$ cat config.mk
export PLATFORM = sky130hd
export DESIGN_NAME = vfv_addr
export DESIGN_NICKNAME = d
export VERILOG_FILES = /design/src/rtl/vfv_pkg.sv /design/src/rtl/vfv_addr.sv
export SDC_FILE = /design/constraint.sdc
export NUM_CORES = 1
export LEC_CHECK = 0
export BUFFER_PORTS_ARGS = -buffer_cell sky130_fd_sc_hd__buf_4
export CORE_MARGIN = 2
export CORE_UTILIZATION = 30
export DETAILED_ROUTE_END_ITERATION = 16
export GPL_ROUTABILITY_DRIVEN = 0
export PLACE_DENSITY_LB_ADDON = 0.05
export SLEW_MARGIN = 20
export SYNTH_ARGS = -nofsm -noshare
export SYNTH_HDL_FRONTEND = slang
export SYNTH_SLANG_ARGS = --single-unit
$ cat constraint.sdc
create_clock -name vclk -period 9.1
set_input_delay 0.455 -clock vclk [all_inputs]
set_output_delay 0.455 -clock vclk [all_outputs]
set_load 0.02 [all_outputs]
$ cat src/rtl/vfv_pkg.sv
// Shared types and constants for the voxel face visibility mask block.
// Used by vfv_addr and the top level; depends on nothing.
package vfv_pkg;

  localparam int unsigned LevelW = 3;
  localparam int unsigned CoordW = 5;
  localparam int unsigned MaskW  = 6;
  localparam int unsigned CfgW   = 3;
  localparam int unsigned StepW  = 3;

  // Item commands
  localparam logic CmdLoad  = 1'b0;
  localparam logic CmdQuery = 1'b1;

  // Configuration register indexes
  localparam logic RegEdgeLog2 = 1'b0;
  localparam logic RegBorder   = 1'b1;

  // Read steps: centre voxel, then the six neighbours in face order
  localparam logic [StepW-1:0] StepCentre = 3'd0;
  localparam logic [StepW-1:0] StepLast   = 3'd6;

  // Face bit positions in the mask
  localparam int unsigned FaceLeft   = 0;
  localparam int unsigned FaceRight  = 1;
  localparam int unsigned FaceBottom = 2;
  localparam int unsigned FaceTop    = 3;
  localparam int unsigned FaceFront  = 4;
  localparam int unsigned FaceBack   = 5;

  typedef enum logic [5:0] {
    StIdle  = 6'b000001,
    StClear = 6'b000010,
    StWrite = 6'b000100,
    StRead  = 6'b001000,
    StWait  = 6'b010000,
    StDone  = 6'b100000
  } state_e;

endpackage

$ cat src/rtl/vfv_addr.sv
// Range check and linear address of a voxel in the level pyramid.
// Depends on vfv_pkg.
module vfv_addr #(
  parameter int unsigned LgMax = 5,
  parameter int unsigned AW    = 16
) (
  input  logic [vfv_pkg::CfgW-1:0]   edge_log2_i,
  input  logic [vfv_pkg::LevelW-1:0] level_i,
  input  logic [vfv_pkg::CoordW-1:0] pos_x_i,
  input  logic [vfv_pkg::CoordW-1:0] pos_y_i,
  input  logic [vfv_pkg::CoordW-1:0] pos_z_i,
  output logic [AW-1:0]              addr_o,
  output logic [vfv_pkg::LevelW-1:0] level_log2_o,
  output logic                       bad_o
);

  logic [vfv_pkg::CfgW-1:0]   lg;
  logic [vfv_pkg::LevelW-1:0] lgl;
  logic [31:0]                off;
  logic [31:0]                lin;

  always_comb begin
    lg  = (edge_log2_i < vfv_pkg::CfgW'(LgMax)) ? edge_log2_i : vfv_pkg::CfgW'(LgMax);
    lgl = lg - level_i;
    // a coordinate is out of range when any bit at or above the level's log2 is set
    bad_o = (level_i > lg)
         || ((pos_x_i >> lgl) != '0)
         || ((pos_y_i >> lgl) != '0)
         || ((pos_z_i >> lgl) != '0);
    // levels are whole powers of eight in size, so the offset is a sparse bit pattern
    off = '0;
    for (int i = 0; i < 7; i++) begin
      if ((3'(i) < level_i) && (3'(i) <= lg)) begin
        off = off | (32'd1 << (3 * (int'(lg) - i)));
      end
    end
    lin = 32'(pos_x_i) | (32'(pos_y_i) << lgl) | (32'(pos_z_i) << {lgl, 1'b0});
    addr_o       = AW'(off | lin);
    level_log2_o = lgl;
  end

endmodule

==> run_summary.xml <==
<?xml version="1.0" encoding="UTF-8"?>
<metrics>
  <group name="status">
    <metric name="status" unit="">complete, no violations</metric>
  </group>
  <group name="drt">
    <metric name="avgRoutedWirePerCell" unit="µm">21.66</metric>
    <metric name="detail_route.iter0.violations" unit="">267</metric>
    <metric name="dr.pass1.iters" unit="">5</metric>
    <metric name="avgViaCountPerCell" unit="">6.349</metric>
    <metric name="finalWirelength" unit="µm">9682</metric>
    <metric name="num_vias" unit="">2838</metric>
    <metric name="route.antenna.remaining_nets" unit="">0</metric>
    <metric name="drt_drc_violations_left" unit="">0</metric>
  </group>
  <group name="global_routing">
    <metric name="first_pass_grt_wire_length" unit="µm">15260</metric>
    <metric name="grt_use_total" unit="">0.2267</metric>
    <metric name="vias_in_the_first_global_route" unit="">2705</metric>
    <metric name="grt_antenna_before_repair" unit="">0</metric>
    <metric name="gr-total-overflow" unit="">0</metric>
    <metric name="grt_max_degree" unit="">28</metric>
  </group>
  <group name="synthesis">
    <metric name="yosysTopAreaCellShare" unit="">0.1595</metric>
    <metric name="netlist_top_cells_count" unit="">sky130_fd_sc_hd__ha_1, sky130_fd_sc_hd__inv_1, sky130_fd_sc_hd__nor2_1</metric>
    <metric name="netlist_top_cells_area" unit="">sky130_fd_sc_hd__ha_1, sky130_fd_sc_hd__inv_1, sky130_fd_sc_hd__fa_1</metric>
    <metric name="synth.net_count" unit="">378</metric>
    <metric name="synthesis.area_per_instance" unit="µm²">7.042</metric>
    <metric name="synth_sequential_area_ratio" unit="">0</metric>
    <metric name="synth_cells" unit="">323</metric>
    <metric name="synth_cell_types" unit="">62</metric>
    <metric name="synth_area_leader_cell" unit="">sky130_fd_sc_hd__ha_1</metric>
    <metric name="synth_warn" unit="">0</metric>
    <metric name="synth_most_common_cell" unit="">sky130_fd_sc_hd__ha_1</metric>
    <metric name="synth.cell_area" unit="µm²">2275</metric>
  </group>
  <group name="sta">
    <metric name="rsz0062_at_grt" unit="">false</metric>
    <metric name="timing.final.setup_violations" unit="">0</metric>
    <metric name="final.period_utilization" unit="">0.5567</metric>
    <metric name="finalMaxSlewViolations" unit="">0</metric>
    <metric name="fin_setup_tns" unit="ns">0</metric>
    <metric name="maximum_clock_rate" unit="GHz">0.1974</metric>
    <metric name="period_minus_slack" unit="ns">5.066</metric>
    <metric name="worst_margin_slew" unit="ns">0.9240</metric>
    <metric name="finalHoldViolations" unit="">0</metric>
    <metric name="slew_headroom" unit="">0.3833</metric>
    <metric name="layout_setup_ws" unit="ns">4.034</metric>
  </group>
  <group name="final_layout">
    <metric name="final.fill_count" unit="">837</metric>
    <metric name="num-clock-buffers" unit="">0</metric>
    <metric name="drive_gt1_frac" unit="">0.1580</metric>
    <metric name="combined_flip_flop_and_latch_cell_area" unit="µm²">0</metric>
    <metric name="nNetsFinal" unit="">405</metric>
    <metric name="antenna-diode-count" unit="">0</metric>
    <metric name="area_delta_synth_final" unit="%">16.17</metric>
    <metric name="seq_cell_count" unit="">0</metric>
  </group>
  <group name="power">
    <metric name="power-per-cell-area" unit="nW/µm²">97.97</metric>
    <metric name="max-vdd-ir-drop" unit="V">0.00003182</metric>
    <metric name="power.leakage" unit="nW">1.073</metric>
    <metric name="totalPowerFinal" unit="mW">0.2589</metric>
  </group>
  <group name="clock_network">
    <metric name="cts_setup_buffers" unit="">0</metric>
    <metric name="cts.hold.buffers_added" unit="">0</metric>
    <metric name="postCtsResizedCells" unit="">0</metric>
  </group>
  <group name="setup_path">
    <metric name="timing.critical_path.slowest_cell_delay" unit="ns">1.30</metric>
    <metric name="highest_fanout_seen_on_the_critical_path" unit="">27</metric>
    <metric name="cp_num_buf_inv" unit="">4</metric>
    <metric name="crit_arrival" unit="ns">4.61</metric>
    <metric name="cp_common_cell" unit="">sky130_fd_sc_hd__buf_4</metric>
    <metric name="cp-end-kind" unit="">output port</metric>
    <metric name="cpLargestDelayFamily" unit="">buffers and inverters</metric>
    <metric name="worst_path_cell_with_the_longest_stage_delay" unit="">sky130_fd_sc_hd__fa_1</metric>
    <metric name="worst_ep_required_time" unit="ns">8.65</metric>
    <metric name="cp_cell_sequence" unit="">buf_4 -&gt; nand2b_1 -&gt; clkinv_1 -&gt; fa_1 -&gt; inv_1 -&gt; mux4_2 -&gt; o22ai_1 -&gt; nor4bb_1 -&gt; o211ai_1 -&gt; buf_4</metric>
    <metric name="critical_path.startpoint_type" unit="">input pin</metric>
    <metric name="criticalPathCategory" unit="">input pin to output port</metric>
  </group>
  <group name="place">
    <metric name="placement_stage_worst_setup_slack" unit="ns">4.173</metric>
    <metric name="place.detailed.hpwl" unit="µm">7593</metric>
    <metric name="port-buffer-count" unit="">41</metric>
  </group>
  <group name="floorplan">
    <metric name="dieWidth" unit="µm">91.08</metric>
    <metric name="core_area" unit="µm²">7292</metric>
    <metric name="dieHeight" unit="µm">91.08</metric>
    <metric name="start_util" unit="">0.3119</metric>
    <metric name="die_area" unit="µm²">8295</metric>
    <metric name="num_rows" unit="">31</metric>
    <metric name="floorplan.io_pins" unit="">41</metric>
  </group>
  <group name="job">
    <metric name="max_cap_viol_count" unit="">0</metric>
  </group>
  <group name="hold_path">
    <metric name="hold_class" unit="">input pin to output port</metric>
  </group>
</metrics>
==> where the power goes <==
group | switching (mW) | internal [mW]
Combinational | 0.161 | 0.0983
Clock | 0 | 0
Sequential | 0 | 0
==> final timing paths <==
check                       from        end  depth (start not counted)
hold / removal        pos_x_i[4]      bad_o                          4
setup / recovery  edge_log2_i[2]  addr_o[3]                         10
==> stage by stage <==
| step | util | hold WS, ns | instance area, µm² | std cells |
|---|---|---|---|---|
| finish | 0.3624 | 1.358 | 2643 | 447 |
| global route | 0.3624 | 1.385 | 2643 | 447 |
| CTS | 0.3624 | 1.354 | 2643 | 447 |
| detailed placement | 0.3624 | 1.354 | 2643 | 447 |
| global placement | 0.3624 | 1.357 | 2643 | 447 |
| floorplan | - | 1.157 | 2275 | 323 |
==> kinds of logic (layout without fill, tap and decap cells) <==
| family | after synthesis | in the layout | synth area share |
|---|---|---|---|
| adders and majority gates | 34 | 34 | 0.2035 |
| xor gates and xnor gates | 6 | 6 | 0.02310 |
| buffers and inverters | 48 | 73 | 0.08416 |
| muxes | 8 | 8 | 0.05005 |
| AOI/OAI and AO/OA | 107 | 107 | 0.3542 |
| and+or+nand+nor | 120 | 120 | 0.2849 |
==> cell usage in the layout, fill, tap and decap left out, types with 9 or more instances in the layout <==
cell                        n
sky130_fd_sc_hd__o221ai_1   9
sky130_fd_sc_hd__nand3_1   11
sky130_fd_sc_hd__inv_1     28
sky130_fd_sc_hd__buf_4     43
sky130_fd_sc_hd__nor2_1    20
sky130_fd_sc_hd__o211ai_1  11
sky130_fd_sc_hd__a21oi_1   13
sky130_fd_sc_hd__nand2_1   17
sky130_fd_sc_hd__ha_1      29
sky130_fd_sc_hd__nor3_1    19
==> final cells by class <==
type                       count  area, µm²  share of cell area
multi-input combinational    275       2083              0.7884
timing repair buffer          43      322.8              0.1222
tap                           99      123.9             0.04688
inverter                      30      112.6             0.04261
==> per-layer routing <==
| layer | global-route usage | vias up | routed length (µm) |
|---|---|---|---|
| li1 | - | 1324 | - |
| met4 | 0.06566 | 0 | 327 |
| met1 | 0.3076 | 1364 | 4370 |
| met5 | 0 | - | 0 |
| met3 | 0.01577 | 24 | 434 |
| met2 | 0.3846 | 126 | 4550 |
Power figures use the tool's default switching activity.
